## src/hw/rtl/ffba_pkg.sv

```systemverilog
// shared types and constants for the first-fit block allocator
package ffba_pkg;

  localparam int unsigned AddrW = 21;
  localparam int unsigned HdrW  = 7;
  // wide enough for heap_top + header_bytes + req_size
  localparam int unsigned SumW  = 23;

  // request kinds carried on the input tuser
  localparam logic ReqAlloc = 1'b0;
  localparam logic ReqFree  = 1'b1;

  // configuration register indexes (byte address 4 * index)
  localparam logic RegHeapLimit   = 1'b0;
  localparam logic RegHeaderBytes = 1'b1;

  typedef enum logic [2:0] {
    ST_ALLOCATED = 3'd0,
    ST_ZERO_SIZE = 3'd1,
    ST_NO_SPACE  = 3'd2,
    ST_FREED     = 3'd3,
    ST_BAD_ADDR  = 3'd4
  } status_e;

  typedef enum logic [1:0] {
    S_IDLE,
    S_SCAN,
    S_APPEND,
    S_RESP
  } state_e;

  typedef enum logic {
    CMP_GE,
    CMP_EQ
  } cmp_op_e;

  // one row of the block table
  typedef struct packed {
    logic [AddrW-1:0] data_addr;
    logic [AddrW-1:0] size;
    logic             is_free;
  } entry_t;

  // operands for the shared comparator
  typedef struct packed {
    cmp_op_e         op;
    logic [SumW-1:0] a;
    logic [SumW-1:0] b;
  } cmp_req_t;

endpackage

```

## src/hw/rtl/ffba_table.sv

```systemverilog
// block table memory: one write port, one registered read port
module ffba_table #(
  parameter int unsigned MAX_BLOCKS = 64,
  localparam int unsigned IdxW = (MAX_BLOCKS > 1) ? $clog2(MAX_BLOCKS) : 1
) (
  input  logic              clk_i,
  input  logic              we_i,
  input  logic [IdxW-1:0]   waddr_i,
  input  ffba_pkg::entry_t  wdata_i,
  input  logic [IdxW-1:0]   raddr_i,
  output ffba_pkg::entry_t  rdata_o
);
  import ffba_pkg::*;

  entry_t mem_q [MAX_BLOCKS];
  entry_t rdata_q;

  // write port
  always_ff @(posedge clk_i) begin
    if (we_i) begin
      mem_q[waddr_i] <= wdata_i;
    end
  end

  // read port, data in the cycle after the address
  always_ff @(posedge clk_i) begin
    rdata_q <= mem_q[raddr_i];
  end

  assign rdata_o = rdata_q;

endmodule

```

## src/hw/rtl/ffba_match.sv

```systemverilog
// shared comparator used by the table scan and the append limit check
module ffba_match (
  input  ffba_pkg::cmp_req_t req_i,
  output logic               hit_o
);
  import ffba_pkg::*;

  always_comb begin
    case (req_i.op)
      CMP_GE:  hit_o = (req_i.a >= req_i.b);
      CMP_EQ:  hit_o = (req_i.a == req_i.b);
      default: hit_o = 1'b0;
    endcase
  end

endmodule

```

## src/hw/rtl/ffba_ctrl.sv

```systemverilog
// sequencer: walks the block table, appends blocks and holds the result item
module ffba_ctrl #(
  parameter int unsigned MAX_BLOCKS = 64,
  localparam int unsigned IdxW = (MAX_BLOCKS > 1) ? $clog2(MAX_BLOCKS) : 1,
  localparam int unsigned CntW = $clog2(MAX_BLOCKS + 1)
) (
  input  logic                          clk_i,
  input  logic                          rst_ni,
  // request items
  input  logic                          in_valid_i,
  output logic                          in_ready_o,
  input  logic                          req_type_i,
  input  logic [ffba_pkg::AddrW-1:0]    req_size_i,
  input  logic [ffba_pkg::AddrW-1:0]    free_addr_i,
  // result items
  output logic                          out_valid_o,
  input  logic                          out_ready_i,
  output ffba_pkg::status_e             status_o,
  output logic [ffba_pkg::AddrW-1:0]    result_addr_o,
  // configuration
  input  logic [ffba_pkg::AddrW-1:0]    heap_limit_i,
  input  logic [ffba_pkg::HdrW-1:0]     header_bytes_i,
  // block table
  output logic                          tbl_we_o,
  output logic [IdxW-1:0]               tbl_waddr_o,
  output ffba_pkg::entry_t              tbl_wdata_o,
  output logic [IdxW-1:0]               tbl_raddr_o,
  input  ffba_pkg::entry_t              tbl_rdata_i,
  // shared comparator
  output ffba_pkg::cmp_req_t            cmp_req_o,
  input  logic                          cmp_hit_i
);
  import ffba_pkg::*;

  state_e             state_q, state_d;
  logic               req_type_q, req_type_d;
  logic [AddrW-1:0]   req_size_q, req_size_d;
  logic [AddrW-1:0]   free_addr_q, free_addr_d;
  logic [IdxW-1:0]    idx_q, idx_d;
  logic [AddrW:0]     base_q, base_d;
  logic [CntW-1:0]    count_q, count_d;
  logic [AddrW-1:0]   top_q, top_d;
  status_e            res_status_q, res_status_d;
  logic [AddrW-1:0]   res_addr_q, res_addr_d;
  logic               out_valid_q, out_valid_d;
  status_e            out_status_q, out_status_d;
  logic [AddrW-1:0]   out_addr_q, out_addr_d;

  logic               accept;
  logic               last_entry;
  logic               table_full;
  logic [SumW-1:0]    need;
  logic [CntW-1:0]    idx_next;

  assign accept     = in_valid_i && in_ready_o;
  assign idx_next   = CntW'(idx_q) + CntW'(1);
  assign last_entry = (idx_next == count_q);
  assign table_full = (count_q >= CntW'(MAX_BLOCKS));
  assign need       = SumW'(base_q) + SumW'(req_size_q);

  // control state
  always_ff @(posedge clk_i or negedge rst_ni) begin
    if (!rst_ni) begin
      state_q     <= S_IDLE;
      count_q     <= '0;
      top_q       <= '0;
      out_valid_q <= 1'b0;
    end else begin
      state_q     <= state_d;
      count_q     <= count_d;
      top_q       <= top_d;
      out_valid_q <= out_valid_d;
    end
  end

  // request, scan and result payload
  always_ff @(posedge clk_i) begin
    req_type_q   <= req_type_d;
    req_size_q   <= req_size_d;
    free_addr_q  <= free_addr_d;
    idx_q        <= idx_d;
    base_q       <= base_d;
    res_status_q <= res_status_d;
    res_addr_q   <= res_addr_d;
    out_status_q <= out_status_d;
    out_addr_q   <= out_addr_d;
  end

  // next state and outputs
  always_comb begin
    state_d      = state_q;
    req_type_d   = req_type_q;
    req_size_d   = req_size_q;
    free_addr_d  = free_addr_q;
    idx_d        = idx_q;
    base_d       = base_q;
    count_d      = count_q;
    top_d        = top_q;
    res_status_d = res_status_q;
    res_addr_d   = res_addr_q;
    out_valid_d  = out_valid_q;
    out_status_d = out_status_q;
    out_addr_d   = out_addr_q;

    in_ready_o   = 1'b0;
    tbl_we_o     = 1'b0;
    tbl_waddr_o  = idx_q;
    tbl_wdata_o  = tbl_rdata_i;
    tbl_raddr_o  = '0;
    cmp_req_o.op = CMP_EQ;
    cmp_req_o.a  = SumW'(tbl_rdata_i.data_addr);
    cmp_req_o.b  = SumW'(free_addr_q);

    // result taken downstream
    if (out_valid_q && out_ready_i) begin
      out_valid_d = 1'b0;
    end

    case (state_q)
      S_IDLE: begin
        in_ready_o = 1'b1;
        if (accept) begin
          req_type_d  = req_type_i;
          req_size_d  = req_size_i;
          free_addr_d = free_addr_i;
          idx_d       = '0;
          base_d      = (AddrW+1)'(top_q) + (AddrW+1)'(header_bytes_i);
          res_addr_d  = '0;
          if (req_type_i == ReqAlloc && req_size_i == '0) begin
            res_status_d = ST_ZERO_SIZE;
            state_d      = S_RESP;
          end else if (req_type_i == ReqFree && free_addr_i == '0) begin
            res_status_d = ST_BAD_ADDR;
            state_d      = S_RESP;
          end else if (count_q == '0) begin
            if (req_type_i == ReqAlloc) begin
              state_d = S_APPEND;
            end else begin
              res_status_d = ST_BAD_ADDR;
              state_d      = S_RESP;
            end
          end else begin
            state_d = S_SCAN;
          end
        end
      end

      // one table entry per cycle; read of the next entry runs ahead
      S_SCAN: begin
        tbl_raddr_o = idx_next[IdxW-1:0];
        if (req_type_q == ReqAlloc) begin
          cmp_req_o.op = CMP_GE;
          cmp_req_o.a  = SumW'(tbl_rdata_i.size);
          cmp_req_o.b  = SumW'(req_size_q);
        end
        if (req_type_q == ReqAlloc && tbl_rdata_i.is_free && cmp_hit_i) begin
          tbl_we_o            = 1'b1;
          tbl_wdata_o.is_free = 1'b0;
          res_status_d        = ST_ALLOCATED;
          res_addr_d          = tbl_rdata_i.data_addr;
          state_d             = S_RESP;
        end else if (req_type_q == ReqFree && cmp_hit_i) begin
          tbl_we_o            = 1'b1;
          tbl_wdata_o.is_free = 1'b1;
          res_status_d        = ST_FREED;
          state_d             = S_RESP;
        end else if (last_entry) begin
          if (req_type_q == ReqAlloc) begin
            state_d = S_APPEND;
          end else begin
            res_status_d = ST_BAD_ADDR;
            state_d      = S_RESP;
          end
        end else begin
          idx_d = idx_next[IdxW-1:0];
        end
      end

      // new block at the heap top
      S_APPEND: begin
        cmp_req_o.op = CMP_GE;
        cmp_req_o.a  = SumW'(heap_limit_i);
        cmp_req_o.b  = need;
        tbl_waddr_o  = count_q[IdxW-1:0];
        tbl_wdata_o.data_addr = base_q[AddrW-1:0];
        tbl_wdata_o.size      = req_size_q;
        tbl_wdata_o.is_free   = 1'b0;
        if (table_full || !cmp_hit_i) begin
          res_status_d = ST_NO_SPACE;
        end else begin
          tbl_we_o     = 1'b1;
          res_status_d = ST_ALLOCATED;
          res_addr_d   = base_q[AddrW-1:0];
          count_d      = count_q + CntW'(1);
          top_d        = need[AddrW-1:0];
        end
        state_d = S_RESP;
      end

      // hand the result to the output register once it is free
      S_RESP: begin
        if (!out_valid_q || out_ready_i) begin
          out_valid_d  = 1'b1;
          out_status_d = res_status_q;
          out_addr_d   = res_addr_q;
          state_d      = S_IDLE;
        end
      end

      default: begin
        state_d = S_IDLE;
      end
    endcase
  end

  assign out_valid_o   = out_valid_q;
  assign status_o      = out_status_q;
  assign result_addr_o = out_addr_q;

endmodule

```

## src/hw/rtl/first_fit_block_allocator.sv

```systemverilog
// first-fit heap block allocator: top level with configuration registers
//
// Request items enter on the s_axis channel: tuser is the kind (0 allocate,
// 1 free), tdata carries req_size and free_addr. Each request gives exactly
// one result item on m_axis: tuser is the status, tdata the data address.
// heap_limit (address 0) and header_bytes (address 4) are written through
// the APB port; the user must write them only while the allocator is idle,
// which the block does not enforce. A request is taken only in the idle
// state. Zero-size and null requests go straight to the result; otherwise
// a non-empty block table (at most MAX_BLOCKS blocks) is walked one entry
// per cycle through the single read port of the table memory, and the heap
// top is checked when no free block fits an allocation.
// The result sits in an output register; a new request is accepted while it
// waits for m_axis_tready, and a stalled receiver only holds the sequencer
// once the next result is ready.
// Reset empties the heap (no blocks, heap top 0) and restores heap_limit to
// 1048576 and header_bytes to 24. The table memory needs no clearing pass.
module first_fit_block_allocator #(
  parameter int unsigned MAX_BLOCKS = 64,
  localparam int unsigned IdxW = (MAX_BLOCKS > 1) ? $clog2(MAX_BLOCKS) : 1
) (
  input  logic        clk_i,
  input  logic        rst_ni,
  // request items
  input  logic        s_axis_tvalid,
  output logic        s_axis_tready,
  input  logic [47:0] s_axis_tdata,   // [20:0] req_size, [41:21] free_addr, rest zero
  input  logic        s_axis_tuser,   // [0] req_type
  // result items
  output logic        m_axis_tvalid,
  input  logic        m_axis_tready,
  output logic [23:0] m_axis_tdata,   // [20:0] result_addr, rest zero
  output logic [2:0]  m_axis_tuser,   // [2:0] status
  // configuration
  input  logic        psel,
  input  logic        penable,
  input  logic        pwrite,
  input  logic [2:0]  paddr,
  input  logic [31:0] pwdata,
  output logic [31:0] prdata,
  output logic        pready
);
  import ffba_pkg::*;

  logic [AddrW-1:0] heap_limit_q;
  logic [HdrW-1:0]  header_bytes_q;
  logic             cfg_write;

  logic             tbl_we;
  logic [IdxW-1:0]  tbl_waddr;
  entry_t           tbl_wdata;
  logic [IdxW-1:0]  tbl_raddr;
  entry_t           tbl_rdata;
  cmp_req_t         cmp_req;
  logic             cmp_hit;
  status_e          status;
  logic [AddrW-1:0] result_addr;

  // configuration registers
  assign pready    = 1'b1;
  assign cfg_write = psel && penable && pwrite && pready;

  always_ff @(posedge clk_i or negedge rst_ni) begin
    if (!rst_ni) begin
      heap_limit_q   <= AddrW'(1048576);
      header_bytes_q <= HdrW'(24);
    end else if (cfg_write) begin
      case (paddr[2])
        RegHeapLimit:   heap_limit_q   <= pwdata[AddrW-1:0];
        RegHeaderBytes: header_bytes_q <= pwdata[HdrW-1:0];
        default:        ;
      endcase
    end
  end

  // register readback
  always_comb begin
    case (paddr[2])
      RegHeapLimit:   prdata = 32'(heap_limit_q);
      RegHeaderBytes: prdata = 32'(header_bytes_q);
      default:        prdata = '0;
    endcase
  end

  ffba_ctrl #(
    .MAX_BLOCKS (MAX_BLOCKS)
  ) u_ctrl (
    .clk_i          (clk_i),
    .rst_ni         (rst_ni),
    .in_valid_i     (s_axis_tvalid),
    .in_ready_o     (s_axis_tready),
    .req_type_i     (s_axis_tuser),
    .req_size_i     (s_axis_tdata[20:0]),
    .free_addr_i    (s_axis_tdata[41:21]),
    .out_valid_o    (m_axis_tvalid),
    .out_ready_i    (m_axis_tready),
    .status_o       (status),
    .result_addr_o  (result_addr),
    .heap_limit_i   (heap_limit_q),
    .header_bytes_i (header_bytes_q),
    .tbl_we_o       (tbl_we),
    .tbl_waddr_o    (tbl_waddr),
    .tbl_wdata_o    (tbl_wdata),
    .tbl_raddr_o    (tbl_raddr),
    .tbl_rdata_i    (tbl_rdata),
    .cmp_req_o      (cmp_req),
    .cmp_hit_i      (cmp_hit)
  );

  ffba_table #(
    .MAX_BLOCKS (MAX_BLOCKS)
  ) u_table (
    .clk_i   (clk_i),
    .we_i    (tbl_we),
    .waddr_i (tbl_waddr),
    .wdata_i (tbl_wdata),
    .raddr_i (tbl_raddr),
    .rdata_o (tbl_rdata)
  );

  ffba_match u_match (
    .req_i (cmp_req),
    .hit_o (cmp_hit)
  );

  assign m_axis_tuser = status;
  assign m_axis_tdata = {3'b000, result_addr};

endmodule

```

## config.mk

```make
export PLATFORM = sky130hd
export DESIGN_NAME = first_fit_block_allocator
export DESIGN_NICKNAME = d
export VERILOG_FILES = /design/src/hw/rtl/ffba_pkg.sv /design/src/hw/rtl/ffba_table.sv /design/src/hw/rtl/ffba_match.sv /design/src/hw/rtl/ffba_ctrl.sv /design/src/hw/rtl/first_fit_block_allocator.sv
export SDC_FILE = /design/constraint.sdc
export NUM_CORES = 2
export LEC_CHECK = 0
export BUFFER_PORTS_ARGS = -buffer_cell sky130_fd_sc_hd__buf_2
export CAP_MARGIN = 20
export CORE_MARGIN = 1
export CORE_UTILIZATION = 40
export DETAILED_ROUTE_END_ITERATION = 6
export PLACE_DENSITY = 0.61
export SYNTH_ARGS = -nofsm -noshare
export SYNTH_HDL_FRONTEND = slang
export SYNTH_SLANG_ARGS = --single-unit
```

## constraint.sdc

```tcl
create_clock -name clk_i -period 13.7 [get_ports clk_i]
set_input_delay 2.055 -clock clk_i [delete_from_list [all_inputs] [get_ports clk_i]]
set_output_delay 2.055 -clock clk_i [all_outputs]
set_load 0.02 [all_outputs]
```

After elaboration in Yosys (flattened, before gate mapping):

Memories as Yosys holds them, arrays and structs flattened. A register that Yosys moved wholly into a read port is not among the register bits.
Cells that the tools add are included.

* register bits after elaboration: 178
* RAM bits: 2752
* bits of input ports: 91
* word-level logic and storage cells: 122
* memories: 1

* add/sub/neg operators: 4
* $lt $le $gt $ge: 2
* equality and inequality tests: 16
* muxes and demuxes: 51
* bitwise logic cells: 5
* reduce and logical (&&, ||, !) cells: 28

Memories
* u_table.mem_q: words 64, bits a word 43, rd ports 1, clocked after Yosys merged registers in 1, write ports 1, RTL line ffba_table.sv:15 `entry_t mem_q [MAX_BLOCKS];`

Operators by type and width (count)
* $pmux W47 S2: 1
* $pmux W32 S2: 1
* $mux W21: 3
* $pmux W21 S3: 1
* $mux W47: 1
* $logic_not A21 Y1: 2
* $mux W42: 1
* $mux W6: 6
* $mux W3: 9
* $add A22 B21 Y23: 1
* $eq A23 B23 Y1: 1
* $ge A23 B23 Y1: 1
* $add A21 B7 Y22: 1
* $mux W2: 9
* $mux W1: 13
* $ne A4 B1 Y1 const B: 3
* $pmux W6 S2: 1
* $reduce_and A2 Y1: 5
* $logic_and A1 B1 Y1: 9
* $pmux W3 S3: 1
* $ne A2 B2 Y1 const B: 4
* $pmux W2 S4: 1
* $add A6 B1 Y7 const B: 1
* $add A7 B1 Y7 const B: 1
* 18 further kinds: 29

Depth between registers and ports, before layout:

* depth after elaboration: 10
* mapped depth: 22
* gate-level depth less buffers: 20

Cells and area by module:

A second synthesis with hierarchy kept.

* cell total of the unflattened synthesis: 5426
* area total of the unflattened synthesis: 115851.1 um2

Modules (own cells, without submodules)
* ffba_table: times used 1, cells an instance 4444, area each 105393.6 um2
* ffba_ctrl: times used 1, cells an instance 797, area each 8418.1 um2
* first_fit_block_allocator: times used 1, cells an instance 100, area each 1448.9 um2
* ffba_match: times used 1, cells an instance 85, area each 590.6 um2

Worst setup path before layout:

Ideal clock, no wire load.

* path kind: reg2reg
* from: reg u_ctrl.req_size_q[0]
* to: reg u_ctrl.res_addr_q[0] (enable)
* setup time: 0.514 ns
* data arrival time: 7.029 ns
* setup slack: 6.157 ns
* cell stages (with the launch flop): 21
* buffers on the path: 0
* period minus slack after synthesis: 7.543 ns
* cells stage by stage: edfxtp_1 > ha_1 > inv_1 > fa_1 > nand2b_1 > a21oi_1 > o2111ai_1 > nand2_1 > o21ai_0 > o21ai_0 > xor2_1 > a222oi_1 > ha_1 > nand4_1 > nor3_1 > o21ai_0 > a21oi_1 > o31ai_1 > a211oi_4 > nand3b_1 > a2111oi_0

* word-level cells in the longest chain between the ends: 8
* elaborated cells between the ends (all ways): 12

Ends and longest elaborated chain
* start: declaration: RTL line ffba_ctrl.sv:37 `logic [AddrW-1:0] req_size_q, req_size_d;`
* start signal: assignment: RTL line ffba_ctrl.sv:79 `req_size_q <= req_size_d;`
* $add A22 B21 Y23 / $mux W47 (equally long branches): RTL line ffba_ctrl.sv:59, ffba_ctrl.sv:151
* $pmux W47 S2 *: RTL line ffba_ctrl.sv:119 `case (state_q)`
* $ge A23 B23 Y1 / $eq A23 B23 Y1 (equally long branches): RTL line ffba_match.sv:10, ffba_match.sv:11
* $pmux W1 S2 *: RTL line ffba_match.sv:9 `case (req_i.op)`
* $logic_not A1 Y1: RTL line ffba_ctrl.sv:188 `if (table_full || !cmp_hit_i) begin`
* $logic_or A1 B1 Y1: RTL line ffba_ctrl.sv:188
* $ne A2 B2 Y1 (no source line)
* $reduce_and A4 Y1 (no source line) *
* end signal: assignment: RTL line ffba_ctrl.sv:84 `res_addr_q <= res_addr_d;`
* end: declaration: RTL line ffba_ctrl.sv:44 `logic [AddrW-1:0] res_addr_q, res_addr_d;`

Mark *: on every way between the ends. The rest lies on a longest branch, timed or not.
A chain may end at the register's enable or synchronous reset.

Worst setup path after layout:

* from: reg u_ctrl.req_size_q[0]
* to: mem u_table.mem_q[52][38] (netlist bit) (enable)

* word-level cells in the longest chain between the ends: 10
* elaborated cells between the ends (all ways): 16

Ends and longest elaborated chain
* $add A22 B21 Y23 / $mux W47 (equally long branches): RTL line ffba_ctrl.sv:59, ffba_ctrl.sv:151
* $pmux W47 S2 *: RTL line ffba_ctrl.sv:119
* $ge A23 B23 Y1 / $eq A23 B23 Y1 (equally long branches): RTL line ffba_match.sv:10, ffba_match.sv:11
* $pmux W1 S2 *: RTL line ffba_match.sv:9
* $logic_and A1 B1 Y1 / $logic_not A1 Y1 (equally long branches): RTL line ffba_ctrl.sv:162, ffba_ctrl.sv:188
* $mux W1 / $logic_or A1 B1 Y1 (equally long branches): RTL line ffba_ctrl.sv:162, ffba_ctrl.sv:188
* $mux W1, on equally long branches: RTL line ffba_ctrl.sv:156, ffba_ctrl.sv:188
* $pmux W1 S2 *: RTL line ffba_ctrl.sv:119
* $mux W1 *: RTL line ffba_table.sv:20 `if (we_i) begin`
* $mux W1 (not written as such) *: RTL line ffba_table.sv:21 `mem_q[waddr_i] <= wdata_i;`
* end: declaration: RTL line ffba_table.sv:15

Marks and branches as above.

==> metrics.txt <==
crit-path leading delay family simple AND/OR/NAND/NOR gates; Seq/Total Area, Yosys 75.4%; M1 GR Usage 29.2%; slowest stage cell, crit path nor2_4; Finished Cell Area ~130,000 µm²; Yosys top cell area share between 70 and 80%; Max-Cap Viols 0; port bufs approximately 120; type of origin of the critical path flip-flop; global route total overflow 0; Fin. Hold Viols 0; die area 296,000 µm²; crit-path max cell delay around 0.95 ns; vias in the first global route between 60,000 and 70,000; Routed Wire Length between 300,000 and 400,000 µm; Rows ~200; EDFF count, synth about 2,900; DRC Markers 7; WHS Path Cells 0; cells on worst reg2reg path 22; fin. max-slew vios 0; Yosys cell types 67; FF-to-FF setup slack between 5 and 6 ns; Cell Chain, Critical Path ha_1 > inv_1 > fa_1 > nand2b_1 > a21oi_1 > o2111ai_1 > nand2_1 > o21ai_0 > o21ai_0 > xor2_1 > a222oi_1 > ha_1 > nand4_1 > nor3_1 > o21ai_0 > a21oi_1 > o31ai_1 > a211oi_4 > buf_4 > nand4_1 > nor2_4 > buf_4; hold slack ~0.42 ns; # setup viols final 0; via density per instance between 5 and 6; H-tree levels 5; CTS clock-pin slew for the worst setup and hold paths ~0.06 ns; Warnings, synthesis 0; Synth async-reset ratio roughly 2%; fmax between 0.1 and 0.15 GHz; leak pwr 41.1 nW; Tmin final just under 8 ns; R2R Path Start u_ctrl.req_size_q[0]$_DFFE_PP_; DRT antenna net count 0; hold_sp u_ctrl.res_addr_q[13]$_DFFE_PP_; worst slew pin tran between 1 and 1.5 ns; post-DP HPWL roughly 160,000 µm; fin util between 40% and 50%; initial antenna violation count 13; gr usage total around a fifth; Chip Height between 500 and 600 µm; TNS Setup 0 ns; core area around 290,000 µm²; CTS tree yes; status complete, but fails checks; fraction of layout cells with a size suffix above 1 ~17%; initial core utilization about two fifths; placed cell areas ~120,000 µm²; Filler Cell Count around 25,000; flip-flop and latch count after synthesis 2,973; Resized cells post-CTS 0; DR iter-0 viols 7,399; Synth area leaders edfxtp_1, mux4_2, o21ai_0; crit path kind flip-flop to flip-flop; # nets final around 7,100; Main synth FF type edfxtp_1; drt first pass iters 7; area leader, netlist edfxtp_1; Syn Std Cell Area 117,000 µm²; syn_area_per_cell approximately 17 µm²; failing checks DRC; final period utilization between 50% and 60%; I/O pin total 153; first-pass GRT wire length between 400,000 and 500,000 µm; Clock Skews slightly above 0.06 ns; GR peak layer met2; largest net degree at the start of global routing around 180; cts bufs inserted between 300 and 400; Hold Path End u_ctrl.result_addr_o[13]$_DFFE_PP_; CP arrival 8.28 ns; Max clock buf depth 4; Crit. End Element flip-flop; WP buf/inv 3; Worst-Skew Late Latency between 0.9 and 1 ns; min-delay worst type flip-flop to flip-flop; DR WL/cell approximately 27 µm; GRT met3 Usage under 10%; via count about 64,000; pwr dens ~230 nW/µm²; # clock sinks between 2,000 and 3,000; DIE WIDTH 544 µm; CP Data Required Time between 10 and 15 ns; hold buffer count at cts 0; VDD IR max roughly 0.24 mV; reg-to-reg endpoint u_table.mem_q[52][38]$_DFFE_PP_; CP max FO 28; Slew HR between 20% and 30%; GRT met2 Usage about a third; P&R area growth vs syn 13.2%; unrepaired setup endpoints after global routing no; Setup Buffers After CTS 0; CTS Root Cell clkbuf_16; synthesized instance count roughly 6,800; most numerous cell on the critical path o21ai_0; GP Congestion 0.867
## per-layer routing
metal | wire length, µm | up-vias
met3 | 26000 | 457
met1 | 130000 | 33660
met5 | 0 | -
li1 | - | 27640
met2 | 142000 | 2734
met4 | 6710 | 0
## cells by family (layout without fill, tap and decap cells)
| group | after synthesis | count (layout) | synth area share [%] |
|---|---|---|---|
| flip-flops | 2973 | 2973 | 75.4 |
| AO/OA/AOI/OAI | 1374 | 1374 | 7.25 |
| buffers and inverters | 550 | 933 | 1.95 |
| AND/OR/NAND/NOR | 1032 | 1032 | 4.03 |
| multiplexers | 771 | 771 | 10.3 |
| other | 2 | 19 | 0.00640 |
| adder cells (fa/ha/maj) | 58 | 58 | 0.631 |
| XOR/XNOR | 50 | 50 | 0.373 |
## worst max path at each step
stage                                   startpoint                               to  slack, ns  depth (start not counted)
finish              u_ctrl.req_size_q[0]$_DFFE_PP_  u_table.mem_q[52][38]$_DFFE_PP_       5.95                         22
global route        u_ctrl.req_size_q[0]$_DFFE_PP_  u_table.mem_q[53][18]$_DFFE_PP_       5.57                         22
detailed placement  u_ctrl.req_size_q[0]$_DFFE_PP_  u_table.mem_q[52][32]$_DFFE_PP_       6.03                         22
global placement    u_ctrl.req_size_q[0]$_DFFE_PP_  u_table.mem_q[52][41]$_DFFE_PP_       5.94                         22
floorplan           u_ctrl.req_size_q[0]$_DFFE_PP_   u_ctrl.res_addr_q[0]$_DFFE_PP_       6.16                         20
CTS                 u_ctrl.req_size_q[0]$_DFFE_PP_  u_table.mem_q[52][18]$_DFFE_PP_       5.95                         22
## where the power goes
part / internal [mW] / switching, mW
logic: 2.79 / 7.31
registers: 12.2 / 0.253
clock network: 4.61 / 3.39
## per-stage QoR
step / power, mW / worst slack, ns / std cells
2_1_floorplan: 18.5 / 6.16 / 6823
3_3_place_gp: 22.3 / 5.94 / 10546
3_5_place_dp: 22.5 / 6.03 / 10547
4_1_cts: 30.5 / 5.95 / 11094
5_1_grt: 31.7 / 5.57 / 11107
6_report: 30.6 / 5.95 / 11110
## layout make-up
cell class / instances / area, µm² / share of cell area (%)
timing repair buffer: 310 / 2240 / 1.68
antenna: 4 / 10.0 / 0.00753
clock buffer: 415 / 8600 / 6.47
clock inverter: 132 / 936 / 0.704
multi-input combinational: 3300 / 27400 / 20.6
tap: 3900 / 4880 / 3.67
inverter: 76 / 313 / 0.235
sequential: 2973 / 88600 / 66.6
## registers in the layout, summed over array words and instances (netlist names), 2 cells and up
name	count
u_ctrl.state_q	2
u_ctrl.base_q	22
u_table.rdata_o	43
u_table.mem_q	2752
u_ctrl.res_status_q	3
u_ctrl.top_q	21
u_ctrl.free_addr_q	21
u_ctrl.idx_q	6
heap_limit_q	21
u_ctrl.result_addr_o	21
u_ctrl.status_o	3
header_bytes_q	7
u_ctrl.req_size_q	21
u_ctrl.res_addr_q	21
u_ctrl.count_q	7
## cell usage after synthesis, types with 11 or more instances
cell type and instances:
o21ai_0 734, mux2_2 61, nand4_1 13, dfxtp_1 43, mux4_2 344, nor2_1 89, a22o_1 11, mux2i_1 351
a222oi_1 32, buf_1 34, mux2_1 15, nand2b_1 12, o211ai_1 347, nand3_1 368, nor2b_1 23, and3_1 50
a311oi_1 87, a31oi_1 44, xor2_1 20, clkbuf_1 310, xnor2_1 30, ha_1 56, a21oi_1 60, edfxtp_1 2871
buf_4 21, inv_1 74, buf_2 107, nand2_1 433, dfrtp_1 56
## layout by cell type, fill, tap and decap left out, types with 20 or more instances in the layout
master     Yosys  layout
nor2_1        89      25
o21ai_0      734     713
nor2_4         0      64
nand3_1      368     368
nand2_1      433     431
clkinv_1       1      54
a311oi_1      87      87
mux2i_1      351     351
a21oi_1       60      60
clkbuf_16      0     325
dfrtp_1       56      56
xor2_1        20      20
mux4_2       344     344
inv_1         74      71
clkinv_2       0      54
clkbuf_1     310      77
o211ai_1     347     347
buf_2        107     119
a222oi_1      32      32
buf_4         21     170
a31oi_1       44      44
mux2_2        61      60
dfxtp_1       43      43
o21ai_4        0      21
nor2b_1       23      21
ha_1          56      54
xnor2_1       30      30
edfxtp_1    2871    2871
and3_1        50      50
(Power assumes the default switching activity.)
